### src/hdl/ipvh_pkg.sv
// ============================================================================
// ipvh_pkg: shared types and constants for the IPv4 universal hash
// Field widths, register indexes and the data carried between pipeline cells.
// ============================================================================
package ipvh_pkg;

    // Fixed field and register widths
    localparam int ADDRESS_BITS = 32;
    localparam int CHUNK_W      = 4;
    localparam int PRIME_W      = 13;
    localparam int GROUP_W      = 64;
    localparam int COEF_BITS    = 16;
    localparam int COEF_COUNT   = 8;
    localparam int SLICE_W      = 12;
    localparam int PROD_W       = SLICE_W + COEF_BITS;
    // Largest weighted sum (three 12-bit chunks at most) stays below 2^30
    localparam int SUM_W        = 30;
    localparam int OUT_TDATA_W  = 16;

    // Chunk width limits
    localparam logic [CHUNK_W-1:0] CHUNK_MIN = 4'd4;
    localparam logic [CHUNK_W-1:0] CHUNK_MAX = 4'd12;

    // Configuration register indexes
    localparam logic [1:0] CFG_CHUNK_BITS = 2'd0;
    localparam logic [1:0] CFG_PRIME      = 2'd1;
    localparam logic [1:0] CFG_COEF_LOW   = 2'd2;
    localparam logic [1:0] CFG_COEF_HIGH  = 2'd3;

    // Controls broadcast to every multiply-accumulate cell
    typedef struct packed {
        logic               enable;
        logic [SLICE_W-1:0] chunk_mask;
        logic [CHUNK_W-1:0] chunk_shift;
    } mac_ctrl_t;

    // Data handed from one multiply-accumulate cell to the next
    typedef struct packed {
        logic [ADDRESS_BITS-1:0] addr;
        logic [SUM_W-1:0]        sum;
    } mac_data_t;

    // Data handed from one reduction cell to the next
    typedef struct packed {
        logic [PRIME_W-1:0] rem;
        logic [SUM_W-1:0]   bits;
    } mod_data_t;

endpackage

### src/hdl/ipvh_skid.sv
// ============================================================================
// ipvh_skid: output register with skid stage
// Holds the finished result for the downstream side; a second entry catches
// the request already leaving the pipeline when the output stalls.
// ============================================================================
module ipvh_skid
    import ipvh_pkg::*;
(
    input  logic               clk,
    input  logic               rst_n,
    input  logic               in_valid,
    output logic               in_ready,
    input  logic [PRIME_W-1:0] in_data,
    output logic               out_valid,
    input  logic               out_ready,
    output logic [PRIME_W-1:0] out_data
);

    logic               out_valid_reg;
    logic [PRIME_W-1:0] out_data_reg;
    logic               skid_valid_reg;
    logic [PRIME_W-1:0] skid_data_reg;
    logic               in_take;
    logic               out_free;

    assign in_ready = !skid_valid_reg;
    assign in_take  = in_valid && !skid_valid_reg;
    assign out_free = out_ready || !out_valid_reg;

    // Track occupancy of the output and skid entries
    always_ff @(posedge clk or negedge rst_n)
    begin
        if (!rst_n)
        begin
            out_valid_reg  <= 1'b0;
            skid_valid_reg <= 1'b0;
        end
        else if (out_free)
        begin
            out_valid_reg  <= skid_valid_reg || in_take;
            skid_valid_reg <= 1'b0;
        end
        else if (in_take)
        begin
            skid_valid_reg <= 1'b1;
        end
    end

    // Move payloads: skid drains first, else the incoming request
    always_ff @(posedge clk)
    begin
        if (out_free)
        begin
            if (skid_valid_reg)
            begin
                out_data_reg <= skid_data_reg;
            end
            else if (in_take)
            begin
                out_data_reg <= in_data;
            end
        end
        else if (in_take)
        begin
            skid_data_reg <= in_data;
        end
    end

    assign out_valid = out_valid_reg;
    assign out_data  = out_data_reg;

endmodule

### config.mk
export PLATFORM = sky130hd
export DESIGN_NAME = ipvh_skid
export DESIGN_NICKNAME = d
export VERILOG_FILES = /design/src/hdl/ipvh_pkg.sv /design/src/hdl/ipvh_skid.sv
export SDC_FILE = /design/constraint.sdc
export NUM_CORES = 1
export LEC_CHECK = 0
export BUFFER_PORTS_ARGS = -buffer_cell sky130_fd_sc_hd__clkbuf_2
export CORE_MARGIN = 5
export CORE_UTILIZATION = 40
export CTS_BUF_LIST = sky130_fd_sc_hd__clkbuf_16
export DETAILED_ROUTE_END_ITERATION = 8
export HOLD_SLACK_MARGIN = 0.05
export PLACE_DENSITY_LB_ADDON = 0.2
export SYNTH_ARGS = -nofsm -noshare
export SYNTH_HDL_FRONTEND = slang
export SYNTH_SLANG_ARGS = --single-unit
### constraint.sdc
create_clock -name clk -period 2.4 [get_ports clk]
set_clock_uncertainty 0.05 [all_clocks]
set_input_delay 0.12 -clock clk [delete_from_list [all_inputs] [get_ports clk]]
set_output_delay 0.12 -clock clk [all_outputs]
set_load 0.005 [all_outputs]
After elaboration in Yosys (flattened, before gate mapping)
Cells that the tools add are included.
Operators by class
  divide/modulo/power cells: 0
  eq/ne operators: 0
  $lt $le $gt $ge: 0
  muxes and demuxes: 4
  multiply operators: 0
  reductions and logical operators: 9
  shift-type cells: 0
  bitwise logic cells: 1
  $add $sub $neg: 0
Operator list (number)
  13-bit two-way mux: 2
  2-bit AND reduction: 2
  2-bit nonzero test: 2
  1-bit logical NOT: 2
  1-bit logical OR: 2
  1-bit two-way mux: 2
  1-bit logical AND: 1
  1-bit NOT: 1
Storage, ports and cells
  memories: 0
  bits in read-only memories: 0
  flip-flop bits (word level): 28
  output and inout bits: 15
  latch bits: 0
  logic and storage cells: 18
  RAM bits: 0
  bits of input ports: 17

Logic depth before layout (Yosys ltp)
Gate-level depths: netlist of the first run.
  depth after elaboration: 4
  gate-level depth with buffers: 3
  gate-level depth less buffers: 2

Least setup slack after synthesis of the first run
Ideal clock, no wire load.
  kind: register to register
  start: reg skid_valid_reg
  end: reg skid_data_reg[0], enable pin
  slack: 290 ps
  arrival: 1657 ps
  path buffers: 2
  data required time: 1947 ps
  stages on the path, launching flop included: 4
  clock period less this slack: 2110 ps
  library setup time: 403 ps
  path through: dfrtp_1 buf_6 buf_12 nor3b_1
On the way
  longest elaborated chain between the ends: 3
Ends and longest elaborated chain
  from (decl): line ipvh_skid.sv:21  | logic skid_valid_reg;
  from (signal assigned): line ipvh_skid.sv:36  | skid_valid_reg <= 1'b0;
  from (signal assigned): line ipvh_skid.sv:41  | skid_valid_reg <= 1'b0;
  from (signal assigned): line ipvh_skid.sv:45  | skid_valid_reg <= 1'b1;
  1-bit logical NOT: line ipvh_skid.sv:27  | assign in_take = in_valid && !skid_valid_reg;
  1-bit logical AND: line ipvh_skid.sv:27
  2-bit AND reduction (no line)
  to (signal assigned): line ipvh_skid.sv:65  | skid_data_reg <= in_data;
  to (decl): line ipvh_skid.sv:22  | logic [PRIME_W-1:0] skid_data_reg;
Every way passes these cells.
A chain may end at the register's enable or synchronous reset.

Final worst setup path of the first run
  start: reg skid_valid_reg
  end: reg skid_data_reg[10], enable pin
Same word-level chain as after synthesis.

==> results of run 1 <==
kinds of logic (layout without fill, tap and decap cells):
| logic type | after synthesis | after routing | share of synthesized area (%) |
|---|---|---|---|
| flops | 28 | 28 | 77.39 |
| mux | 13 | 13 | 16.43 |
| simple gates | 6 | 6 | 2.915 |
| buf+inv | 3 | 53 | 3.263 |
cells in the mapped netlist:
cell / instances / area share, %
edfxtp_1: 26 / 73
mux2_4: 8 / 11
mux2_2: 5 / 5.2
dfrtp_1: 2 / 4.7
nor2_1: 2 / 0.70
buf_12: 1 / 1.9
buf_6: 1 / 1.0
inv_1: 1 / 0.35
nand2_1: 1 / 0.35
nand2b_1: 1 / 0.58
nor2b_1: 1 / 0.58
nor3b_1: 1 / 0.70
worst reg2reg max path, cell delays in order, from the launching register on:
cell and delay, ns:
dfrtp_1 0.50, nor3b_2 0.42, buf_4 0.26
placed cells by master, fill, tap and decap left out, drive strengths merged:
cell,instances
nor3b,1
buf,3
nor2,2
dfrtp,2
inv,1
dlygate4sd3,15
nor2b,1
mux2,13
nand2b,1
clkbuf,34
edfxtp,26
nand2,1
report_power, final:
part	internal, mW	switching, mW	total [mW]
logic	0.0713	0.0467	0.118
registers	0.573	0.0113	0.584
clock network	0.220	0.133	0.353
cell type report:
cell class | count | area (sq um) | area share [%]
Sequential cell | 28 | 830.8 | 55.85
Timing Repair Buffer | 49 | 327.8 | 22.04
Multi-Input combinational cell | 19 | 212.7 | 14.30
Clock buffer | 3 | 75.07 | 5.046
Tap cell | 30 | 37.54 | 2.523
Inverter | 1 | 3.754 | 0.2523
per-layer routing:
metal / share of wire [%] / up-vias
met5: 0 / -
met4: 1.2 / 0
met3: 6.9 / 2
met2: 52 / 16
met1: 40 / 277
li1: - / 290
metrics by stage:
stage,power (mW),std cells,utilization [%],setup WS [ns],area [sq um]
4_1_cts,1.072,130,58.98,0.8709,1488
6_report,1.056,130,58.98,0.8768,1488
5_1_grt,1.101,130,58.98,0.8000,1488
3_5_place_dp,0.6973,112,50.05,0.8809,1262
3_3_place_gp,0.6937,112,50.05,0.9397,1262
2_1_floorplan,0.6518,50,-,0.2901,1074
final timing paths:
path / end / slack, ns / cells after the start
hold reg to reg: out_data[6]$_DFFE_PP_ / 0.50 / 1
min in group clk: skid_valid_reg$_DFFE_PN0P_ / 0.13 / 3
hold / removal: skid_valid_reg$_DFFE_PN0P_ / 0.12 / 2
max in group asynchronous: out_valid$_DFFE_PN0P_ / 2.08 / 2
setup / recovery: skid_data_reg[10]$_DFFE_PP_ / 0.88 / 2
setup reg to reg: skid_data_reg[10]$_DFFE_PP_ / 0.88 / 2
what timing repair did:
action,4_1_cts,5_1_grt
endpoints found under the hold margin,16,0
resized for setup,0,0
hold buffers,15,0
==> reports/qor.csv, run 1 <==
stage;metric;value;unit
run_status;status;finished, final reports clean;
yosys;syn_area;1074;sq um
detailed_routing;wl_per_cell;13.25;um
power_and_ir_drop;leakage;0.6067;nW
timing;hold_viol;0;
detailed_routing;dr_total_vias;585;
setup_path;reg2reg_from;skid_valid_reg$_DFFE_PN0P_;
yosys;yosysWarnings;0;
worst_hold_path;hp-class;input pin to asynchronous set/reset pin;
global_routing;grt_pass1_wl;2.725;mm
global_routing;antenna_found_initial;0;
setup_path;cp_num_buf_inv;1;
finish;antenna_cells;0;
yosys;yosysUniqueCellTypes;12;
placed_design;place_congestion;0.6213;
die;start_util;42.56;%
setup_path;startpoint_type;flop;
setup_path;crit_chain;nor3b_2 -> buf_4;
finish;layout-drive-gt1-share;51.00;%
detailed_routing;drtIter0Drc;8;
clock_tree;cts_root_buf;clkbuf_16;
global_routing;grt.busiest_layer;met2;
timing;worst_pin_slew;0.4098;ns
timing;setup_tns;0;ns
clock_tree;insertion_delay;0.25;ns
timing;setup_viol;0;
yosys;yosysSeqAreaShare;77.39;%
global_routing;use_met1;11.75;%
die;fp.dieH;61.81;um
yosys;syn_inst;50;
timing;drv_slew;0;
global_routing;grt_start_max_net_pins;15;
power_and_ir_drop;ir_worst_vdd;0.3880;mV
yosys;avgSynthCellArea;21.47;sq um
detailed_routing;drtAntennaViolNets;0;
timing;whs;0.1247;ns
setup_path;path_max_fanout;9;
finish;syn2layout_area_growth;38.58;%
clock_tree;cts_sinks;28;
setup_path;cp_top_family;flip-flops;
die;io_pins;32;
clock_tree;clkTransAtPathRegs;0.06;ns
clock_tree;cts_tree;yes;
die;die_w;61.81;um
global_routing;grt-ovfl-total;0;
timing;slew_headroom;72.56;%
detailed_routing;first_pass_iters;4;
clock_tree;h-tree-depth;1;
setup_path;startpoint;skid_valid_reg$_DFFE_PN0P_;
yosys;synth_nets;67;
timing;fmax;656.5;MHz
yosys;ys_ff_latch;28;
detailed_routing;vias_per_cell;4.500;
die;die-area;3820;sq um
timing;rsz0062_at_grt;no;
placed_design;hpwl;1.279;mm
die;core;2522;sq um
global_routing;met2_usage;17.64;%
clock_tree;cts_buffers;3;
setup_path;crit_type;flop to flop;
flow_run;maxCapViolations;0;
setup_path;required;2.31;ns
finish;fillers;208;
timing;layout_min_cycle_time;1.523;ns
global_routing;first_global_vias;596;
finish;final_net_count;119;
clock_tree;postCtsSetupBuffers;0;
placed_design;port_buffers;31;
clock_tree;clockBufferDepth;2;
setup_path;critPathSlowestCell;dfrtp_1;
detailed_routing;finalWirelength;1.722;mm
power_and_ir_drop;powerDensity;709.6;nW/um^2
global_routing;track_usage;10.12;%
detailed_routing;route.detailed.drc;0;
timing;finalCritPeriodShare;63.47;%
setup_path;cp.arrival;1.43;ns
setup_path;slowest_delay;0.50;ns
setup_path;end_kind;flop;
global_routing;use_met3;2.479;%
die;rows;18;
(Power assumes the default switching activity.)
==> inputs of run 2 (changes only) <==
ABC_AREA = 1   (was default)
clock period = 1.5 ns   (was 2.4 ns; I/O delays follow)
==> reports/qor.csv, run 2 <==
stage;metric;value;unit;change
finish;layout-drive-gt1-share;31.06;%;-20 points
clock_tree;cts_hold_buffers;15;;unchanged
setup_path;crit_chain;dlygate4sd3_1 -> clkbuf_2 -> nor2_1 -> nor2_2 -> buf_4;;
clock_tree;insertion_delay;0.26;ns;about the same
setup_path;required;1.46;ns;-0.85 ns
placed_design;hpwl;1.353;mm;+5.8%
placed_design;port_buffers;31;;unchanged
detailed_routing;first_pass_iters;4;;unchanged
clock_tree;clockBufferDepth;2;;unchanged
worst_hold_path;hp-class;input pin to asynchronous set/reset pin;;
finish;antenna_cells;0;;unchanged
setup_path;r2r-end;out_data[3]$_DFFE_PP_;;
timing;worst_pin_slew;0.2384;ns;-0.1714 ns
die;io_pins;32;;unchanged
timing;hold_viol;0;;unchanged
detailed_routing;drtAntennaViolNets;0;;unchanged
setup_path;critPathSlowestCell;dlygate4sd3_1;;
die;die_w;60.92;um;-1.4%
timing;setup_tns;0;ns;unchanged
yosys;avgSynthCellArea;12.97;sq um;-40%
global_routing;grt-ovfl-total;0;;unchanged
flow_run;maxCapViolations;0;;unchanged
yosys;synth-compound-area-share;0;%;unchanged
yosys;synth_top_family_by_area;simple AND/OR/NAND/NOR gates;;
global_routing;grt_start_max_net_pins;16;;+1
timing;rsz0062_at_grt;no;;
setup_path;cp.arrival;1.17;ns;-0.26 ns
setup_path;crit_type;input pin to flop;;
clock_tree;postCtsSetupBuffers;0;;unchanged
finish;syn2layout_area_growth;42.22;%;
run_status;status;finished, final reports clean;;
power_and_ir_drop;switching_share;20.20;%;+2.1 points
power_and_ir_drop;leakage;0.6647;nW;+9.6%
timing;setup_ws;0.2866;ns;-0.5902 ns
placed_design;place_congestion;0.6579;;+5.9%
die;die-area;3711;sq um;-2.8%
power_and_ir_drop;totalPowerFinal;1.715;mW;+62%
yosys;synth_area_leader_cell;edfxtp_1;;
setup_path;reg2reg_from;skid_valid_reg$_DFFE_PN0P_;;
yosys;async_reset_ff_share;7.143;%;unchanged
detailed_routing;finalWirelength;1.935;mm;+12%
power_and_ir_drop;intPower;1.368;mW;+58%
yosys;synth_mux_area_share;0;%;-16 points
yosys;yosysSeqAreaShare;80.10;%;+2.7 points
global_routing;track_usage;11.64;%;+1.5 points
timing;layout_min_cycle_time;1.213;ns;
timing;setup_viol;0;;unchanged
timing;finalCritPeriodShare;80.89;%;
finish;multi_input_area;181.4;sq um;-15%
setup_path;path_max_fanout;13;;+4
placed_design;dp_cells;143;;+28%
die;rows;18;;unchanged
clock_tree;post_cts_resized;0;;unchanged
detailed_routing;route.detailed.drc;0;;unchanged
global_routing;antenna_found_initial;0;;unchanged
yosys;synth_edf_count;26;;unchanged
clock_tree;clkTransAtPathRegs;0.06;ns;about the same
power_and_ir_drop;pwr-share-clk;34.4;%;+0.9 points
yosys;ys_dominant_reg_cell;edfxtp_1;;
power_and_ir_drop;comb_power_share;11.1;%;about the same
setup_path;startpoint_type;input pin;;
yosys;yosys.area.top_type_share;75.27;%;+2.5 points
global_routing;grt_pass1_wl;3.105;mm;+14%
die;core;2477;sq um;-1.8%
global_routing;first_global_vias;663;;+11%
timing;fmax;824.1;MHz;
yosys;yosysUniqueCellTypes;8;;-4
yosys;yosysWarnings;0;;unchanged
yosys;yosysMostFrequentCell;nand2_1;;
yosys;synthAdderAreaFrac;0;%;unchanged
power_and_ir_drop;ir_worst_vdd;0.7737;mV;+99%
finish;final_net_count;150;;+26%
clock_tree;h-tree-depth;1;;unchanged
detailed_routing;dr_total_vias;713;;+22%
die;start_util;41.87;%;-0.69 points
yosys;ys_ff_latch;28;;unchanged
timing;whs;0.08366;ns;-0.04102 ns
yosys;syn_area;1037;sq um;-3.4%
setup_path;ff2ff_path_depth;3;;+1
yosys;syn_inst;80;;+60%
finish;final_cell_mix;nand2_1, clkbuf_2, edfxtp_1;;
power_and_ir_drop;powerDensity;1162;nW/um^2;+64%
setup_path;end_kind;flop;;
clock_tree;cts_sinks;28;;unchanged
setup_path;slowest_delay;0.53;ns;+0.03 ns
finish;fin_cells;162;;+25%
yosys;synth_nets;97;;+45%
finish;seqCellArea;830.8;sq um;unchanged
detailed_routing;wl_per_cell;11.94;um;-9.8%
detailed_routing;drtIter0Drc;18;;+10
yosys;yosys.area_share.simple;17.01;%;+14 points
power_and_ir_drop;power.switching;0.3464;mW;+81%
die;fp.dieH;60.92;um;-1.4%
power_and_ir_drop;seqPwrFrac;54.5;%;-0.8 points
clock_tree;cts_tree;yes;;
yosys;synth-xor-area-share;0;%;unchanged
detailed_routing;vias_per_cell;4.401;;-2.2%
finish;fillers;201;;-3.4%
timing;drv_slew;0;;unchanged
yosys;synth_commonest_cells;nand2_1, edfxtp_1, nor2_1;;
yosys;ys_top_cells_by_area;edfxtp_1, nand2_1, dfrtp_1;;
timing;slew_headroom;84.05;%;+11 points
setup_path;regToRegSetupSlack;0.31;ns;-0.57 ns
clock_tree;cts_root_buf;clkbuf_16;;
clock_tree;cts_buffers;3;;unchanged
placed_design;dp_slack;0.3315;ns;-0.5494 ns
finish;layout_commonest_cell;nand2_1;;
run 2: logic make-up after synthesis:
family / count (synthesis)
simple gates: 47
flops: 28
buf+inv: 5
run 2: how the worst max path moves through the flow:
stage / from / to / slack [ns] / cells past startpoint
finish: in_valid / out_data[3]$_DFFE_PP_ / 0.29 / 5
global route: in_valid / out_data[4]$_DFFE_PP_ / 0.21 / 5
CTS: in_valid / out_data[4]$_DFFE_PP_ / 0.29 / 5
detailed placement: skid_valid_reg$_DFFE_PN0P_ / out_data[4]$_DFFE_PP_ / 0.33 / 3
global placement: skid_valid_reg$_DFFE_PN0P_ / out_data[0]$_DFFE_PP_ / 0.37 / 3
floorplan: skid_valid_reg$_DFFE_PN0P_ / skid_data_reg[0]$_DFFE_PP_ / 0.13 / 3
run 2: layout make-up:
| type | instances | share of cell area [%] |
|---|---|---|
| well taps | 30 | 2.545 |
| clock inverters | 1 | 0.2545 |
| flip-flops and latches | 28 | 56.32 |
| repair buffers | 50 | 22.73 |
| inverters | 3 | 0.7634 |
| multi-input cells | 47 | 12.30 |
| clock buffers | 3 | 5.089 |
run 2: through the flow:
stage / area [sq um] / util, %
floorplan: 1042 / -
global placement: 1246 / 50.30
detailed placement: 1246 / 50.30
CTS: 1475 / 59.55
global route: 1475 / 59.55
finish: 1475 / 59.55
run 2: power by group through the flow:
stage                     clock network (mW)  registers, mW  logic (mW)
after global placement                     0          0.950       0.158
after detailed placement                   0          0.951       0.164
final                                  0.590          0.934       0.190
after floorplan                            0          0.957      0.0707
after global routing                   0.638          0.938       0.217
after CTS                              0.603          0.934       0.195
run 2: per-layer routing:
metal  track usage (%)  share of wire [%]  up-vias
li1                  -                  -      370
met1             14.48                 40      325
met2             20.15                 54       16
met3             1.277                5.6        2
met4             5.573               0.83        0
met5                 0                  0        -
run 2: worst max-delay path: cells and delay by family:
family	cells	cell delay [ns]
buf+inv	3	0.83
simple gates	2	0.26
==> inputs of run 3 (changes only) <==
clock period = 1 ns   (was 1.5 ns; I/O delays follow)
==> reports/qor.csv, run 3 (synthesis gave the netlist of run 2 again) <==
stage;metric;value;unit;change
power_and_ir_drop;pwr-share-clk;33.1;%;-1.3 points
timing;drv_slew;0;;unchanged
timing;slew_headroom;83.83;%;-0.21 points
power_and_ir_drop;comb_power_share;14.0;%;+2.9 points
power_and_ir_drop;intPower;2.112;mW;+54%
power_and_ir_drop;switching_share;20.32;%;+0.11 points
clock_tree;cts_root_buf;clkbuf_16;;
die;die_w;60.92;um;unchanged
finish;layout_commonest_cell;nand2_1;;
timing;setup_tns;-3.704;ns;-3.704 ns
detailed_routing;dr_total_vias;735;;+3.1%
setup_path;required;0.97;ns;-0.49 ns
timing;hold_viol;0;;unchanged
global_routing;grt_pass1_wl;3.277;mm;+5.5%
power_and_ir_drop;leakage;0.7201;nW;+8.3%
timing;rsz0062_at_grt;yes;;
setup_path;path_max_fanout;13;;unchanged
run_status;status;complete, but fails checks;;
global_routing;grt_start_max_net_pins;16;;unchanged
finish;syn2layout_area_growth;54.28;%;
timing;fmax;882.9;MHz;
power_and_ir_drop;totalPowerFinal;2.650;mW;+55%
timing;worst_pin_slew;0.2416;ns;+0.003202 ns
timing;setup_ws;-0.1326;ns;-0.4192 ns
finish;final_net_count;156;;+4.0%
finish;finish.instance_area;1600;sq um;+8.5%
clock_tree;clockBufferDepth;2;;unchanged
placed_design;hpwl;1.417;mm;+4.7%
finish;fin_cells;168;;+3.7%
detailed_routing;wl_per_cell;11.90;um;-0.38%
placed_design;dp_cells;146;;+2.1%
setup_path;end_kind;flop;;
die;core;2477;sq um;unchanged
clock_tree;clkTransAtPathRegs;0.06;ns;about the same
timing;layout_min_cycle_time;1.133;ns;
setup_path;reg2reg_from;skid_valid_reg$_DFFE_PN0P_;;
global_routing;antenna_found_initial;0;;unchanged
detailed_routing;drtIter0Drc;8;;-10
clock_tree;cts_tree;yes;;
clock_tree;cts_buffers;3;;unchanged
power_and_ir_drop;powerDensity;1656;nW/um^2;+42%
die;start_util;41.87;%;unchanged
detailed_routing;route.detailed.drc;0;;unchanged
die;die-area;3711;sq um;unchanged
global_routing;grt-ovfl-total;0;;unchanged
setup_path;cp.arrival;1.11;ns;-0.06 ns
setup_path;crit_type;flop to flop;;
die;io_pins;32;;unchanged
finish;final_cell_mix;nand2_1, clkbuf_2, edfxtp_1;;
global_routing;first_global_vias;744;;+12%
power_and_ir_drop;power.switching;0.5384;mW;+55%
finish;fillers;203;;+1.0%
placed_design;port_buffers;31;;unchanged
detailed_routing;finalWirelength;1.999;mm;+3.3%
worst_hold_path;hp-class;input pin to flop;;
finish;layout-drive-gt1-share;38.41;%;+7.3 points
finish;seqCellArea;830.8;sq um;unchanged
clock_tree;insertion_delay;0.26;ns;about the same
die;rows;18;;unchanged
power_and_ir_drop;ir_worst_vdd;1.090;mV;+41%
timing;whs;0.1557;ns;+0.07204 ns
placed_design;place_congestion;0.7184;;+9.2%
timing;setup_viol;35;;+35
detailed_routing;first_pass_iters;4;;unchanged
detailed_routing;drtAntennaViolNets;0;;unchanged
finish;antenna_cells;0;;unchanged
setup_path;startpoint_type;flop;;
detailed_routing;vias_per_cell;4.375;;-0.60%
flow_run;maxCapViolations;0;;unchanged
placed_design;placed_area;1281;sq um;+2.8%
clock_tree;h-tree-depth;1;;unchanged
worst_hold_path;min-delay-start;in_valid;;
timing;finalCritPeriodShare;113.3;%;
finish;multi_input_area;211.5;sq um;+17%
run_status;violations;negative setup slack;;
setup_path;startpoint;skid_valid_reg$_DFFE_PN0P_;;
die;fp.dieH;60.92;um;unchanged
global_routing;track_usage;12.48;%;+0.83 points
power_and_ir_drop;seqPwrFrac;52.9;%;-1.6 points
clock_tree;cts_sinks;28;;unchanged
-- run 3: cell types whose count changed in the layout (fill, tap and decap cells not counted), sizes merged --
cell,before,now
inv,3,4
buf,4,11
clkbuf,34,33
clkinv,1,0
-- run 3: through the flow --
step                      utilization [%]  setup WS, ns
after global routing                64.60       -0.1728
final                               64.60       -0.1326
after global placement              51.72       -0.1815
after floorplan                         -       -0.2066
after CTS                           62.93       -0.1404
after detailed placement            51.72       -0.2124
-- run 3: routing by layer --
metal / share of wire [%] / wire length [um] / vias up / track usage, %
met1: 41 / 825 / 327 / 15.12
met2: 51 / 1019 / 22 / 20.92
met4: 2.1 / 41 / 0 / 6.502
met3: 5.7 / 113 / 5 / 2.553
li1: - / - / 381 / -
met5: 0 / 0 / - / 0
-- run 3: layout make-up --
cell class / count / share of cell area (%)
multi-input cells: 47 / 13.21
flip-flops and latches: 28 / 51.92
repair buffers: 56 / 26.90
inverters: 3 / 0.7037
well taps: 30 / 2.346
clock inverters: 1 / 0.2346
clock buffers: 3 / 4.691
-- run 3: timing repair --
item	CTS	global route
hold buffers	15	0
resized for setup	6	8
setup endpoints to repair	40	43
cloned	0	0
hold endpoints to repair	25	0
setup buffers	2	2
pin swaps	2	2
-- run 3: power by group through the flow --
stage	clock network, mW	registers [mW]	logic [mW]
6_report	0.878	1.40	0.370
5_1_grt	0.956	1.41	0.410
4_1_cts	0.904	1.40	0.348
3_5_place_dp	0	1.43	0.266
3_3_place_gp	0	1.42	0.258
2_1_floorplan	0	1.43	0.114
-- run 3: path summary, 6_finish.rpt --
| path | endpoint | slack [ns] | depth (start not counted) |
|---|---|---|---|
| worst max-delay path | out_data[3]$_DFFE_PP_ | -0.13 | 3 |
| worst min-delay path | out_valid$_DFFE_PN0P_ | 0.16 | 4 |
| worst max register to register | out_data[3]$_DFFE_PP_ | -0.13 | 3 |
| worst min register to register | out_data[5]$_DFFE_PP_ | 0.47 | 2 |
| max in group asynchronous | out_valid$_DFFE_PN0P_ | 0.19 | 3 |
| min in group asynchronous | skid_valid_reg$_DFFE_PN0P_ | 0.59 | 3 |
-- run 3: critical path, cell delays in order, from the launching register on --
cell	delay (ns)
dfrtp_1	0.40
nor2_1	0.23
nor2_4	0.07
buf_12	0.15
